$ cat src/sv/mfat_pkg.sv
`timescale 1ns / 1ps

package mfat_pkg;

    // Slot layout: four group slots, then the single slot and the other motor.
    localparam int MOTOR_SLOTS = 6;
    localparam int SLOT_W      = 3;
    localparam logic [SLOT_W-1:0] SLOT_SINGLE = 3'd4;
    localparam logic [SLOT_W-1:0] SLOT_OTHER  = 3'd5;

    // Encoder constants: half a turn and the activity period of the group slots.
    localparam logic signed [16:0] HALF_TURN       = 17'sd4096;
    localparam logic [8:0]         ACTIVITY_PERIOD = 9'd500;
    localparam logic [15:0]        COUNT_MAX       = 16'hFFFF;

    // Register reset values.
    localparam logic [10:0] GROUP_BASE_RESET  = 11'd513;
    localparam logic [10:0] SINGLE_SLOT_RESET = 11'd517;
    localparam logic [10:0] OTHER_MOTOR_RESET = 11'd522;
    localparam logic [15:0] CAL_FRAMES_RESET  = 16'd50;

    // Register indexes on the configuration port.
    typedef enum logic [1:0] {
        REG_GROUP_BASE  = 2'd0,
        REG_SINGLE_SLOT = 2'd1,
        REG_OTHER_MOTOR = 2'd2,
        REG_CAL_FRAMES  = 2'd3
    } mfat_reg_t;

    typedef struct packed {
        logic [10:0] group_base_id;
        logic [10:0] single_slot_id;
        logic [10:0] other_motor_id;
        logic [15:0] calibration_frames;
    } mfat_cfg_t;

    typedef struct packed {
        logic               from_second_bus;
        logic [10:0]        frame_id;
        logic [15:0]        angle_raw;
        logic signed [15:0] speed_raw;
        logic [15:0]        current_raw;
        logic [7:0]         hall_raw;
    } mfat_frame_t;

    typedef struct packed {
        logic              hit;
        logic [SLOT_W-1:0] slot;
    } mfat_match_t;

    typedef struct packed {
        logic               matched;
        logic [SLOT_W-1:0]  slot;
        logic               calibrating;
        logic [15:0]        angle_now;
        logic signed [15:0] speed_out;
        logic [18:0]        current_scaled;
        logic [7:0]         hall_value;
        logic signed [31:0] turn_count;
        logic signed [31:0] angle_total;
        logic               led_toggle;
    } mfat_result_t;

endpackage

$ cat src/sv/mfat_slot_match.sv
`timescale 1ns / 1ps

module mfat_slot_match (
    input  mfat_pkg::mfat_cfg_t   cfg,
    input  mfat_pkg::mfat_frame_t frame,
    output mfat_pkg::mfat_match_t match
);
    import mfat_pkg::*;

    logic [11:0] group_diff;
    logic        group_hit;

    // Offset from the group base; a borrow means the identifier lies below it.
    assign group_diff = {1'b0, frame.frame_id} - {1'b0, cfg.group_base_id};
    assign group_hit  = !group_diff[11] && (group_diff[10:2] == 9'd0);

    // The group wins over the single slot, and the single slot over the other motor.
    always_comb begin
        match.hit  = 1'b0;
        match.slot = '0;
        priority if (!frame.from_second_bus) begin
            match.hit = 1'b0;
        end else if (group_hit) begin
            match.hit  = 1'b1;
            match.slot = {1'b0, group_diff[1:0]};
        end else if (frame.frame_id == cfg.single_slot_id) begin
            match.hit  = 1'b1;
            match.slot = SLOT_SINGLE;
        end else if (frame.frame_id == cfg.other_motor_id) begin
            match.hit  = 1'b1;
            match.slot = SLOT_OTHER;
        end else begin
            match.hit = 1'b0;
        end
    end

endmodule

$ cat src/sv/mfat_slot_track.sv
`timescale 1ns / 1ps

module mfat_slot_track (
    input  logic                   aclk,
    input  logic                   aresetn,
    input  logic                   advance,
    input  logic [15:0]            calibration_frames,
    input  mfat_pkg::mfat_frame_t  frame,
    input  mfat_pkg::mfat_match_t  match,
    output mfat_pkg::mfat_result_t result
);
    import mfat_pkg::*;

    logic [15:0] count_reg  [MOTOR_SLOTS];
    logic [15:0] angle_reg  [MOTOR_SLOTS];
    logic [15:0] offset_reg [MOTOR_SLOTS];
    logic [31:0] turns_reg  [MOTOR_SLOTS];
    logic [8:0]  activity_reg;
    logic [8:0]  activity_next;

    logic [15:0]        cur_count;
    logic [15:0]        cur_angle;
    logic [15:0]        cur_offset;
    logic [31:0]        cur_turns;
    logic               calib;
    logic [15:0]        count_next;
    logic [15:0]        offset_next;
    logic [31:0]        turns_next;
    logic signed [16:0] angle_diff;
    logic [31:0]        total;
    logic               group_slot;
    logic [8:0]         activity_inc;
    logic               led;

    // Read the state of the addressed slot.
    assign cur_count  = count_reg[match.slot];
    assign cur_angle  = angle_reg[match.slot];
    assign cur_offset = offset_reg[match.slot];
    assign cur_turns  = turns_reg[match.slot];

    // Calibration decision and saturating frame count.
    assign calib      = cur_count <= calibration_frames;
    assign count_next = (cur_count == COUNT_MAX) ? cur_count : cur_count + 16'd1;

    // Unwrap: a jump of more than half a turn moves the turn counter.
    assign angle_diff = $signed({1'b0, frame.angle_raw}) - $signed({1'b0, cur_angle});

    always_comb begin
        turns_next = cur_turns;
        priority if (calib) begin
            turns_next = cur_turns;
        end else if (angle_diff > HALF_TURN) begin
            turns_next = cur_turns - 32'd1;
        end else if (angle_diff < -HALF_TURN) begin
            turns_next = cur_turns + 32'd1;
        end else begin
            turns_next = cur_turns;
        end
    end

    assign offset_next = calib ? frame.angle_raw : cur_offset;
    assign total = {turns_next[18:0], 13'd0} + {16'd0, frame.angle_raw}
                   - {16'd0, offset_next};

    // Activity counter for the group slots; it never passes the period.
    assign group_slot   = match.hit && !match.slot[2];
    assign activity_inc = activity_reg + 9'd1;
    assign led          = group_slot && (activity_inc == ACTIVITY_PERIOD);

    always_comb begin
        activity_next = activity_reg;
        if (group_slot) begin
            activity_next = led ? 9'd0 : activity_inc;
        end
    end

    // Result word; an unmatched frame gives all zeros.
    always_comb begin
        result = '0;
        if (match.hit) begin
            result.matched     = 1'b1;
            result.slot        = match.slot;
            result.calibrating = calib;
            result.angle_now   = frame.angle_raw;
            result.turn_count  = turns_next;
            result.angle_total = total;
            result.led_toggle  = led;
            if (!calib) begin
                result.speed_out      = frame.speed_raw;
                result.current_scaled = {1'b0, frame.current_raw, 2'b00}
                                        + {3'd0, frame.current_raw};
                result.hall_value     = frame.hall_raw;
            end
        end
    end

    // Slot state update when the frame moves on to the result register.
    always_ff @(posedge aclk) begin
        if (!aresetn) begin
            for (int i = 0; i < MOTOR_SLOTS; i++) begin
                count_reg[i]  <= '0;
                angle_reg[i]  <= '0;
                offset_reg[i] <= '0;
                turns_reg[i]  <= '0;
            end
            activity_reg <= '0;
        end else if (advance && match.hit) begin
            count_reg[match.slot]  <= count_next;
            angle_reg[match.slot]  <= frame.angle_raw;
            offset_reg[match.slot] <= offset_next;
            turns_reg[match.slot]  <= turns_next;
            activity_reg           <= activity_next;
        end
    end

endmodule

$ cat src/sv/motor_feedback_angle_tracker.sv
`timescale 1ns / 1ps

// Motor feedback angle tracker.
// The s_ channel takes one received feedback frame per word: tuser carries the
// bus flag, tdata the identifier and the decoded data bytes. The m_ channel
// gives exactly one result word for every frame taken, in order; frames that
// no slot takes give a result with every field zero.
// A frame is registered in the input register, where the slot state is read,
// updated and the result formed; it then waits in the output register. One
// word per cycle is sustained while the receiver takes results; the slot state
// is read, modified and written back while the frame is in the input register.
// If the receiver stalls, the result is held and the input register still
// takes one more frame; s_tready then drops until the result is taken.
// The APB port sets the identifiers and calibration length; the user writes
// it only while no frames are in flight (unenforced). pready is always high.
// A synchronous reset restores the register defaults, clears every slot's
// frame count, angle, offset and turn counter, the activity counter, and
// empties both registers; no clearing pass is needed.
module motor_feedback_angle_tracker (
    input  logic         aclk,
    input  logic         aresetn,
    // Input frames.
    input  logic         s_tvalid,
    output logic         s_tready,
    // tdata: frame_id[10:0], angle_raw[26:11], speed_raw[42:27],
    //        current_raw[58:43], hall_raw[66:59], zero fill[71:67]
    input  logic [71:0]  s_tdata,
    // tuser: from_second_bus[0]
    input  logic [0:0]   s_tuser,
    // Results.
    output logic         m_tvalid,
    input  logic         m_tready,
    // tdata: angle_now[15:0], speed_out[31:16], current_scaled[50:32],
    //        hall_value[58:51], turn_count[90:59], angle_total[122:91],
    //        led_toggle[123], zero fill[127:124]
    output logic [127:0] m_tdata,
    // tuser: matched[0], slot[3:1], calibrating[4]
    output logic [4:0]   m_tuser,
    // Configuration.
    input  logic         psel,
    input  logic         penable,
    input  logic         pwrite,
    input  logic [3:0]   paddr,
    input  logic [31:0]  pwdata,
    output logic [31:0]  prdata,
    output logic         pready
);
    import mfat_pkg::*;

    mfat_cfg_t    cfg_reg;
    mfat_reg_t    reg_sel;
    logic         cfg_write;

    logic         in_valid_reg;
    mfat_frame_t  in_frame_reg;
    logic         out_valid_reg;
    mfat_result_t out_res_reg;
    logic         advance;

    mfat_match_t  match;
    mfat_result_t result;

    // Configuration registers.
    assign pready    = 1'b1;
    assign reg_sel   = mfat_reg_t'(paddr[3:2]);
    assign cfg_write = psel && penable && pwrite && pready;

    always_ff @(posedge aclk) begin
        if (!aresetn) begin
            cfg_reg.group_base_id      <= GROUP_BASE_RESET;
            cfg_reg.single_slot_id     <= SINGLE_SLOT_RESET;
            cfg_reg.other_motor_id     <= OTHER_MOTOR_RESET;
            cfg_reg.calibration_frames <= CAL_FRAMES_RESET;
        end else if (cfg_write) begin
            unique case (reg_sel)
                REG_GROUP_BASE:  cfg_reg.group_base_id      <= pwdata[10:0];
                REG_SINGLE_SLOT: cfg_reg.single_slot_id     <= pwdata[10:0];
                REG_OTHER_MOTOR: cfg_reg.other_motor_id     <= pwdata[10:0];
                REG_CAL_FRAMES:  cfg_reg.calibration_frames <= pwdata[15:0];
            endcase
        end
    end

    // Register read-back.
    always_comb begin
        unique case (reg_sel)
            REG_GROUP_BASE:  prdata = {21'd0, cfg_reg.group_base_id};
            REG_SINGLE_SLOT: prdata = {21'd0, cfg_reg.single_slot_id};
            REG_OTHER_MOTOR: prdata = {21'd0, cfg_reg.other_motor_id};
            REG_CAL_FRAMES:  prdata = {16'd0, cfg_reg.calibration_frames};
        endcase
    end

    // Pipeline control: the input register moves on when the output is free.
    assign advance  = in_valid_reg && (!out_valid_reg || m_tready);
    assign s_tready = !in_valid_reg || advance;

    always_ff @(posedge aclk) begin
        if (!aresetn) begin
            in_valid_reg <= 1'b0;
        end else if (s_tvalid && s_tready) begin
            in_valid_reg <= 1'b1;
        end else if (advance) begin
            in_valid_reg <= 1'b0;
        end
    end

    always_ff @(posedge aclk) begin
        if (s_tvalid && s_tready) begin
            in_frame_reg.from_second_bus <= s_tuser[0];
            in_frame_reg.frame_id        <= s_tdata[10:0];
            in_frame_reg.angle_raw       <= s_tdata[26:11];
            in_frame_reg.speed_raw       <= s_tdata[42:27];
            in_frame_reg.current_raw     <= s_tdata[58:43];
            in_frame_reg.hall_raw        <= s_tdata[66:59];
        end
    end

    mfat_slot_match u_match (
        .cfg   (cfg_reg),
        .frame (in_frame_reg),
        .match (match)
    );

    mfat_slot_track u_track (
        .aclk               (aclk),
        .aresetn            (aresetn),
        .advance            (advance),
        .calibration_frames (cfg_reg.calibration_frames),
        .frame              (in_frame_reg),
        .match              (match),
        .result             (result)
    );

    // Output register.
    always_ff @(posedge aclk) begin
        if (!aresetn) begin
            out_valid_reg <= 1'b0;
        end else if (advance) begin
            out_valid_reg <= 1'b1;
        end else if (m_tready) begin
            out_valid_reg <= 1'b0;
        end
    end

    always_ff @(posedge aclk) begin
        if (advance) begin
            out_res_reg <= result;
        end
    end

    assign m_tvalid = out_valid_reg;
    assign m_tuser  = {out_res_reg.calibrating, out_res_reg.slot, out_res_reg.matched};
    assign m_tdata  = {4'd0,
                       out_res_reg.led_toggle,
                       out_res_reg.angle_total,
                       out_res_reg.turn_count,
                       out_res_reg.hall_value,
                       out_res_reg.current_scaled,
                       out_res_reg.speed_out,
                       out_res_reg.angle_now};

`ifndef NO_ASSERTIONS
    // A toggle pulse comes only with a matched group slot frame.
    a_led_group: assert property (@(posedge aclk) disable iff (!aresetn)
        (m_tvalid && out_res_reg.led_toggle) |->
            (out_res_reg.matched && !out_res_reg.slot[2]))
        else $error("led toggle without a group slot frame");

    // An unmatched frame gives an all-zero result.
    a_unmatched_zero: assert property (@(posedge aclk) disable iff (!aresetn)
        (m_tvalid && !out_res_reg.matched) |-> (m_tdata == '0 && m_tuser == '0))
        else $error("unmatched result carries data");

    // A calibrating frame reports no measurement data.
    a_calib_quiet: assert property (@(posedge aclk) disable iff (!aresetn)
        (m_tvalid && out_res_reg.calibrating) |->
            (out_res_reg.speed_out == '0 && out_res_reg.current_scaled == '0
             && out_res_reg.hall_value == '0))
        else $error("calibrating result carries measurement data");

    // The input side stalls only when both registers hold a word.
    a_stall_cause: assert property (@(posedge aclk) disable iff (!aresetn)
        !s_tready |-> (in_valid_reg && out_valid_reg && !m_tready))
        else $error("input stalled without a full pipeline");
`endif

endmodule
$ cat config.mk
export PLATFORM = sky130hd
export DESIGN_NAME = motor_feedback_angle_tracker
export DESIGN_NICKNAME = d
export VERILOG_FILES = /design/src/sv/mfat_pkg.sv /design/src/sv/mfat_slot_match.sv /design/src/sv/mfat_slot_track.sv /design/src/sv/motor_feedback_angle_tracker.sv
export SDC_FILE = /design/constraint.sdc
export NUM_CORES = 1
export LEC_CHECK = 0
export ABC_AREA = 1
export BUFFER_PORTS_ARGS = -buffer_cell sky130_fd_sc_hd__buf_4
export CORE_ASPECT_RATIO = 1.2
export CORE_UTILIZATION = 40
export CTS_BUF_LIST = sky130_fd_sc_hd__clkbuf_8
export CTS_CLUSTER_DIAMETER = 60
export DETAILED_ROUTE_END_ITERATION = 16
export PLACE_DENSITY = 0.64
export SYNTH_ARGS = -nofsm -noshare
export SYNTH_HDL_FRONTEND = slang
export SYNTH_SLANG_ARGS = --single-unit
export TNS_END_PERCENT = 50
$ cat constraint.sdc
create_clock -name aclk -period 13.1 [get_ports aclk]
set_input_delay 3.275 -clock aclk [delete_from_list [all_inputs] [get_ports aclk]]
set_output_delay 3.275 -clock aclk [all_outputs]
set_load 0.05 [all_outputs]
Word level (Yosys, flattened, before mapping)
Memory sizes are Yosys's and may differ from the RTL's. Cells that the tools add are included.

Bits in registers: 257. Input port bits: 116. Memories kept: 4. RAM bits: 480. Logic and storage cells: 110.

Bitwise logic cells: 1. Mux-type cells: 35. Add/sub/neg operators: 9. $lt $le $gt $ge: 3. Reduce and logical (&&, ||, !) cells: 28. Equality and inequality tests: 7.

Memory list: u_track.turns_reg (depth 6, bits a word 32, read ports 1, clocked after memory_dff 0, write ports 6, RTL line mfat_slot_track.sv:17) `logic [31:0] turns_reg [MOTOR_SLOTS];`; u_track.angle_reg (depth 6, bits a word 16, read ports 1, clocked after memory_dff 0, write ports 6, RTL line mfat_slot_track.sv:15) `logic [15:0] angle_reg [MOTOR_SLOTS];`; u_track.count_reg (depth 6, bits a word 16, read ports 1, clocked after memory_dff 0, write ports 6, RTL line mfat_slot_track.sv:14) `logic [15:0] count_reg [MOTOR_SLOTS];`; u_track.offset_reg (depth 6, bits a word 16, read ports 1, clocked after memory_dff 0, write ports 6, RTL line mfat_slot_track.sv:16) `logic [15:0] offset_reg [MOTOR_SLOTS];`.

Operator list (count): two-way mux 129 bit (1); two-way mux 32 bit (4); one-hot mux 32 bit (4 select lines) (1); two-way mux 16 bit (5); OR reduction 16 bit (3); two-way mux 43 bit (1); adder 32 x 1 -> 32 bit, second input constant (1); adder 32 x 16 -> 32 bit (1); OR reduction 32 bit (1); subtractor 32 x 1 -> 32 bit, second input constant (1); subtractor 32 x 16 -> 32 bit (1); equality test 11 bit (2); adder 18 x 16 -> 19 bit (1); two-way mux 3 bit (6); > comparator 17 x 14 -> 1 bit, second input constant (1); less-than comparator 17 x 13 -> 1 bit, second input constant (1); subtractor 16 x 16 -> 17 bit (1); adder 16 x 1 -> 16 bit, second input constant (1); equality test 16 bit, second input constant (1); <= comparator 16 bit (1); two-way mux 1 bit (14); subtractor 11 x 11 -> 12 bit (1); AND reduction 2 bit (5); adder 9 x 1 -> 9 bit, second input constant (1); 13 further kinds (27).

Depth between registers and ports, before layout
Gate-level depths: netlist (run 1). An unclocked memory read counts as a cell.

Depth after elaboration: 14. Depth in mapped cells: 72. Gate-level depth less buffers: 65.

By module
From an unflattened synthesis (run 1), not the netlist that was laid out.

Cells, all modules: 4958. Area total of the unflattened synthesis: 45693.8 µm².

By module, submodules not included: mfat_slot_track (cells an instance 4172, instances 1, sequential area each 19398.6 µm², area an instance 36193.5 µm²); motor_feedback_angle_tracker (cells an instance 591, instances 1, sequential area each 6936.7 µm², area an instance 8438.1 µm²); mfat_slot_match (cells an instance 195, instances 1, sequential area each 0.0 µm², area an instance 1062.3 µm²).

Worst setup path before layout (run 1)
No wires, ideal clock.

Path kind: input port to flip-flop. Start: input m_tready. End: memory u_track.angle_reg[4][0], enable pin. Required time: 12471 ps. Buffers on the path: 0. Data arrival time: 12028 ps. Stages on the path: 6. Slack: 443 ps. Path through: inv_1 > nand2_1 > nand2_1 > inv_1 > nand2_1 > o21ai_0.

RTL lines: start: declaration (RTL line motor_feedback_angle_tracker.sv:32) `input logic m_tready,`; end: declaration (RTL line mfat_slot_track.sv:15).

Final worst setup path (run 1)
Start: register in_frame_reg[57] (netlist bit). End: register out_res_reg, in the netlist m_tdata[119], data pin.

Cells in the longest elaborated chain, start to end: 13. Elaborated cells between the ends (all ways): 28.

Ends and longest elaborated chain: start: declaration (RTL line motor_feedback_angle_tracker.sv:55) `mfat_frame_t in_frame_reg;`; subtractor 11 x 11 -> 12 bit / equality test 11 bit (equally long branches) (RTL line mfat_slot_match.sv:14, mfat_slot_match.sv:29); logical NOT 9 bit, or another cell as far along (RTL line mfat_slot_match.sv:15) `assign group_hit = !group_diff[11] && (group_diff[10:2] == 9'd0);`; logical AND 1 bit / two-way mux 4 bit (equally long branches) (RTL line mfat_slot_match.sv:15, mfat_slot_match.sv:26); two-way mux 4 bit (*) (RTL line mfat_slot_match.sv:23) `end else if (group_hit) begin`; two-way mux 3 bit (RTL line mfat_slot_match.sv:21) `priority if (!frame.from_second_bus) begin`; memory (6 x 16 bit); subtractor 16 x 16 -> 17 bit (RTL line mfat_slot_track.sv:46) `assign angle_diff = $signed({1'b0, frame.angle_raw}) - $signed({1'b0, cur_angle});`; less-than comparator 17 x 13 -> 1 bit (RTL line mfat_slot_track.sv:54) `end else if (angle_diff < -HALF_TURN) begin`; two-way mux 32 bit (RTL line mfat_slot_track.sv:54); two-way mux 32 bit (RTL line mfat_slot_track.sv:52) `end else if (angle_diff > HALF_TURN) begin`; two-way mux 32 bit (RTL line mfat_slot_track.sv:50) `priority if (calib) begin`; adder 32 x 16 -> 32 bit (RTL line mfat_slot_track.sv:62) `assign total = {turns_next[18:0], 13'd0} + {16'd0, frame.angle_raw}`; subtractor 32 x 16 -> 32 bit (RTL line mfat_slot_track.sv:63) `- {16'd0, offset_next};`; end signal: assignment (RTL line motor_feedback_angle_tracker.sv:148) `out_res_reg <= result;`; end: declaration (RTL line motor_feedback_angle_tracker.sv:57) `mfat_result_t out_res_reg;`.

Mark *: on every way between the ends. The rest lies on a longest branch, timed or not. A chain may end at the register's enable or synchronous reset.

==> results of run 1 <==
path summary, 6_finish.rpt:
check              startpoint      endpoint  slack, ns
max          in_frame_reg[57]  m_tdata[119]       2.45
min               cfg_reg[25]   cfg_reg[25]       0.50
max reg2reg  in_frame_reg[57]  m_tdata[119]       2.45
min reg2reg       cfg_reg[25]   cfg_reg[25]       0.50
worst max-delay path: cells and delay by family (launching register included):
family,cells,cell delay [ns]
xor+xnor,2,0.37
buf+inv,10,2.14
flops,1,0.51
fa+ha+maj,4,1.67
simple gates,29,3.43
compound gates,10,2.15
layer usage:
layer	part of all wire (%)	wire, µm	GRT usage (%)
met5	0	0	0
met4	2.6	2910	8.08
met3	7.7	8580	4.11
met2	48	53700	37.6
met1	42	46400	28.7
area by class of cell:
type | instances | area, µm² | share of cell area [%]
diodes | 1 | 2.50 | 0.00565
multi-input cells | 2766 | 14200 | 32.0
flip-flops and latches | 757 | 22100 | 49.9
repair buffers | 275 | 2060 | 4.66
clock inverters | 104 | 654 | 1.48
well taps | 1260 | 1580 | 3.56
clock buffers | 142 | 1950 | 4.41
inverters | 468 | 1770 | 3.99
power breakdown:
| part | switching [mW] | leakage [nW] | internal [mW] |
|---|---|---|---|
| clock | 1.03 | 1.44 | 1.13 |
| sequential | 0.0332 | 7.53 | 2.72 |
| combinational | 0.444 | 9.37 | 0.190 |
Yosys cell counts, types with 27 or more instances:
cell / n / area share [%]
or2_2: 47 / 0.76
buf_4: 27 / 0.52
clkbuf_1: 120 / 1.2
nand3_1: 273 / 3.5
a21oi_1: 157 / 2.0
o21ai_0: 174 / 2.2
buf_2: 36 / 0.46
o211ai_1: 65 / 1.3
nand4_1: 27 / 0.44
nand2_1: 702 / 6.8
nor3_1: 33 / 0.43
nand3b_1: 44 / 0.85
dfxtp_1: 60 / 3.1
edfxtp_1: 697 / 54
nor2_1: 802 / 7.8
inv_1: 439 / 4.2
ha_1: 105 / 3.4
xor2_1: 54 / 1.2
cell families (layout without fill, tap and decap cells):
kind of cell | after synthesis | after routing | share of synthesized area (%)
AO/OA/AOI/OAI | 539 | 539 | 8.27
multiplexers | 15 | 15 | 0.387
other | 2 | 42 | 0.0194
flip-flops | 757 | 757 | 57.1
XOR/XNOR | 67 | 67 | 1.53
buffers and inverters | 677 | 989 | 7.22
AND/OR/NAND/NOR | 1992 | 1992 | 21.8
adder cells (fa/ha/maj) | 112 | 112 | 3.75
==> results by group, run 1 <==
Final layout
  – Most frequent cells in the layout: 800 x nor2_1, 697 x edfxtp_1, 694 x nand2_1
  – Layout area overhead: 14.3%
  – Most common cell after layout, fill and taps aside: nor2_1
  – Final core occ: 46.3%
  – Final nets: 4634
  – Max reg flops: 212
  – Cell area after layout: 44300 µm²
  – Filler cells: 9051
  – Layout cell share with drive strength beyond 1: 13.1%
  – Fin cells: 5773

Clock network
  – Post-cts repair resize count: 0
  – Max Root-Sink Buffers: 3
  – Num Clock Sinks: 757
  – Root Buffer: clkbuf_8
  – Clock transition at path regs: 0.06 ns
  – Postcts setup bufs: 0
  – H-tree Lvls: 4
  – CTS Hold Bufs: 0
  – Cts bufs inserted: 138
  – CTS tree: yes
  – Worst skew pair latency: 0.83 ns

Setup path
  – Worst path slowest cell: buf_4
  – Worst path most repeated cell: nand2_1
  – Required @ worst endpoint: 13.64 ns
  – FF-to-FF path depth: 55
  – WS Path Type: flip-flop to flip-flop
  – Critical Path Start Type: flip-flop
  – Slowest stage delay, CP: 0.91 ns
  – Critical path endpoint category: flip-flop
  – WP data arrival: 11.18 ns
  – CP Max Fanout: 90

Placement
  – IO Port Bufs: 239
  – GP Congestion: 0.900
  – HPWL after DPL: 67400 µm
  – Pre-CTS WS: 2.59 ns
  – Placed Instances: 5526
  – Placed instance area: 41700 µm²

Floorplan
  – I/O pins: 284
  – Die Area: 98200 µm²
  – DIE WIDTH: 286 µm
  – Die height: 343 µm
  – Site Rows: 124
  – Starting Density: 40.5%
  – Core Box Area: 95700 µm²

Detailed routing
  – Avg WL per Cell: 19.3 µm
  – Via count: 30.3k
  – Post-route DRC violation count: 0
  – Initial DRC Count: 2401
  – DR vias/cell: 5.25
  – Post-Route WL: 112000 µm
  – First-pass DRT Iterations: 6
  – ANT nets after route: 0

Timing
  – Minimum clock period: 10.65 ns
  – Period Utilization, post-route: 81.3%
  – Count of final setup violators: 0
  – Count of pins over their slew limit: 0
  – Fmax: 0.0939 GHz
  – Setup TNS: 0 ns
  – Worst setup margin: 2.45 ns
  – Clock skew after layout: 0.0405 ns
  – Unrepaired setup endpoints after global routing: false
  – Worst hold slack: 0.503 ns
  – Worst slew pin tran: 1.08 ns
  – Relative slew slack: 28.2%
  – Fin. Hold Viols: 0

Worst hold path
  – Worst Hold Class: flip-flop to flip-flop
  – Hold Path Stages: 2

Logic synthesis
  – Post-synthesis sequential area ratio: 57.1%
  – Commonest register cell after synthesis: edfxtp_1
  – Average instance area after synthesis: 9.32 µm²
  – Syn Inst Count: 4161
  – Mapped cell area: 38800 µm²
  – Synth warn: 0
  – Async set or reset register ratio after synthesis: 0%
  – Synth Register Bits: 757
  – Cell variety after synth: 64
  – EDFF count, synth: 697

Global route
  – First-pass GRT wire length: 168000 µm
  – GR Util All Layers: 22.4%
  – Initial antenna violation count: 2
  – Largest net degree at the start of global routing: 91
  – Vias in the first global route: 29.1k
  – GR Overflow Total: 0

Run status
  – Outcome: finished, final reports clean

Job
  – # Max-Cap Violations: 0

Power
  – Power per cell area: 125 nW/µm²
  – Total power: 5.55 mW
  – Worst VDD drop: 91.9 µV
  – P_leak: 18.3 nW
Note: power is estimated with default switching activity, not from simulation.
==> run 2, diff against run 1 <==
- ABC_AREA: 1 -> 0
- clock period: 13.1 -> 9 ns (I/O delays scaled with it)
==> results by group, run 2 <==
Run status
  – Outcome: finished, final reports clean

Timing
  – Period Utilization, post-route: 98.2% (+17 points)
  – Count of pins over their slew limit: 0 (unchanged)
  – Worst slew pin tran: 1.13 ns (+0.0524 ns)
  – Count of final setup violators: 0 (unchanged)
  – Unrepaired setup endpoints after global routing: true
  – Clock skew after layout: 0.0542 ns (+0.0137 ns)
  – Minimum clock period: 8.84 ns (-1.81 ns)
  – Fin. Hold Viols: 0 (unchanged)
  – Relative slew slack: 24.5% (-3.7 points)
  – Fmax: 0.113 GHz (+20%)
  – Worst hold slack: 0.482 ns (-0.0212 ns)

Job
  – # Max-Cap Violations: 0 (unchanged)

Logic synthesis
  – Mux contribution to synthesized area: 3.83% (+3.4 points)
  – Commonest register cell after synthesis: edfxtp_1
  – Synth warn: 0 (unchanged)
  – Synth Register Bits: 737 (-2.6%)
  – Cell variety after synth: 103 (+61%)
  – Average instance area after synthesis: 10.8 µm² (+16%)
  – Post-synthesis sequential area ratio: 57.9% (+0.82 points)
  – Synth top cells by count: 677 x edfxtp_1, 552 x nor2_1, 449 x nand2_1
  – Cell with the most instances after synthesis: edfxtp_1
  – Yosys top cell by area: edfxtp_1
  – Top cells by area, synth: edfxtp_1 55%, nor2_1 5.6%, nand2_1 4.5%, ha_1 3.5%, dfxtp_1 3.2%
  – Main combinational cell family by area after synthesis: simple AND/OR/NAND/NOR gates
  – Synth Area in XOR/XNOR: 2.71% (+1.2 points)
  – EDFF count, synth: 677 (-2.9%)
  – Simple-gate area share of the yosys netlist: 18.8% (-3.0 points)
  – Synth Area in Compound Gates: 8.87% (+0.61 points)
  – Syn Inst Count: 3454 (-17%)
  – Async set or reset register ratio after synthesis: 0% (unchanged)
  – Mapped cell area: 37200 µm² (-4.1%)
  – Area share of the largest cell type after synthesis: 54.7% (+0.69 points)
  – Adder-cell share of the synthesized area: 3.91% (+0.16 points)

Setup path
  – Worst path most repeated cell: buf_4
  – WS Path Type: flip-flop to flip-flop
  – Critical Path Start Type: flip-flop
  – WP data arrival: 9.45 ns (-1.73 ns)
  – CP Max Fanout: 6 (-93%)
  – Required @ worst endpoint: 9.61 ns (-4.03 ns)
  – Worst path slowest cell: or4_4
  – Critical path endpoint category: flip-flop
  – Slowest stage delay, CP: 0.54 ns (-0.37 ns)

Floorplan
  – Core Box Area: 92200 µm² (-3.7%)
  – I/O pins: 284 (unchanged)
  – Die height: 336 µm (-2.1%)
  – Die Area: 94200 µm² (-4.1%)
  – Starting Density: 40.3% (-0.17 points)
  – DIE WIDTH: 280 µm (-2.1%)
  – Site Rows: 122 (-1.6%)

Clock network
  – Clock transition at path regs: 0.06 ns (about the same)
  – H-tree Lvls: 3 (-1)
  – CTS tree: yes
  – Worst skew pair latency: 0.80 ns (-0.03 ns)
  – Max Root-Sink Buffers: 3 (unchanged)
  – CTS Hold Bufs: 0 (unchanged)
  – Num Clock Sinks: 737 (-2.6%)
  – Root Buffer: clkbuf_8
  – Cts bufs inserted: 119 (-14%)

Detailed routing
  – Post-Route WL: 113000 µm (+1.3%)
  – Post-route DRC violation count: 0 (unchanged)
  – ANT nets after route: 0 (unchanged)
  – First-pass DRT Iterations: 5 (-1)
  – Initial DRC Count: 2400 (-0.042%)
  – Avg WL per Cell: 21.2 µm (+9.8%)
  – Via count: 28.9k (-4.8%)
  – DR vias/cell: 5.42 (+3.2%)

Final layout
  – Layout area overhead: 22.4%
  – Final nets: 4211 (-9.1%)
  – Seq. cell area: 21500 µm² (-2.7%)
  – Max reg flops: 192 (-9.4%)
  – Fin cells: 5325 (-7.8%)
  – Most frequent cells in the layout: 677 x edfxtp_1, 566 x buf_4, 546 x nor2_1
  – Most common cell after layout, fill and taps aside: edfxtp_1
  – Filler cells: 8410 (-7.1%)
  – Layout cell share with drive strength beyond 1: 22.6% (+9.5 points)
  – Multi-input logic area: 15000 µm² (+5.8%)

Global route
  – GR Util All Layers: 23.4% (+1.1 points)
  – Vias in the first global route: 28.4k (-2.5%)
  – Initial antenna violation count: 2 (unchanged)
  – Largest net degree at the start of global routing: 81 (-11%)
  – First-pass GRT wire length: 168000 µm (about the same)
  – GR Overflow Total: 0 (unchanged)

Placement
  – Placed Instances: 5062 (-8.4%)
  – HPWL after DPL: 71800 µm (+6.5%)
  – GP Congestion: 0.903 (+0.34%)
  – IO Port Bufs: 239 (unchanged)

Worst hold path
  – Worst Hold Class: flip-flop to flip-flop

Power
  – Power per cell area: 169 nW/µm² (+35%)
  – P_leak: 18.2 nW (-0.65%)
  – Worst VDD drop: 110 µV (+20%)
## run 2: cell count changes after synthesis, sizes merged, moves of 82 or more
cell / change
o21ai: -106
and3: +84
mux2i: +82
inv: -318
nor2: -262
nand2: -261
nand3: -131
## run 2: where the power goes
part	internal, mW	leakage, nW	switching, mW
sequential	3.85	7.31	0.0502
clock	1.33	1.32	1.38
combinational	0.432	9.60	0.647
total	5.61	18.2	2.08
## run 2: path summary, 6_finish.rpt
| kind | from | end | slack [ns] | cells past startpoint |
|---|---|---|---|---|
| setup / recovery | in_frame_reg[56] | m_tdata[122] | 0.16 | 43 |
| hold / removal | cfg_reg[12] | cfg_reg[12] | 0.48 | 2 |
| setup reg to reg | in_frame_reg[56] | m_tdata[122] | 0.16 | 43 |
| hold reg to reg | cfg_reg[12] | cfg_reg[12] | 0.48 | 2 |
## run 2: metal layers
layer	up-vias	track usage [%]	share of wire (%)
li1	13400	-	-
met1	14100	29.7	40
met2	1134	40.0	49
met3	243	3.65	6.9
met4	0	9.43	3.5
met5	-	0	0
## run 2: kinds of logic after synthesis
family,count (synthesis)
adders and majority gates,112
other,2
xor gates and xnor gates,103
muxes,125
and+or+nand+nor,1539
DFF,737
buffers and inverters,355
AOI/OAI and AO/OA,481
## run 2: critical path: cells and delay by family, from the launching register on
| kind | cells | cell delay (ns) |
|---|---|---|
| AND/OR/NAND/NOR | 13 | 2.83 |
| AO/OA/AOI/OAI | 13 | 2.74 |
| buffers and inverters | 10 | 1.30 |
| adder cells (fa/ha/maj) | 4 | 1.00 |
| flip-flops | 1 | 0.36 |
| multiplexers | 2 | 0.23 |
| XOR/XNOR | 1 | 0.20 |
## run 2: metrics by stage
stage | setup slack, ns | setup TNS [ns] | power [mW] | instance area (µm²) | util [%]
2_1_floorplan | -0.139 | -0.139 | 4.57 | 37300 | -
3_3_place_gp | -0.485 | -1.49 | 4.97 | 42400 | 46.0
3_5_place_dp | -0.566 | -1.64 | 4.98 | 42400 | 46.0
4_1_cts | 0.00931 | 0 | 7.70 | 44900 | 48.7
5_1_grt | -0.202 | -0.389 | 7.97 | 45500 | 49.4
6_report | 0.159 | 0 | 7.69 | 45500 | 49.4
## run 2: layout make-up
| class | instances | share of cell area (%) |
|---|---|---|
| Antenna cell | 1 | 0.00549 |
| Clock buffer | 126 | 3.81 |
| Clock inverter | 96 | 1.01 |
| Inverter | 148 | 1.23 |
| Multi-Input combinational cell | 2381 | 32.9 |
| Sequential cell | 737 | 47.3 |
| Tap cell | 1240 | 3.41 |
| Timing Repair Buffer | 596 | 10.3 |
## run 2: what timing repair did
item | in CTS | in global routing
gates resized for setup | 49 | 85
gates cloned | 1 | 0
buffers inserted | 9 | 30
pin swaps | 19 | 51
endpoints found under the setup margin | 7 | 12
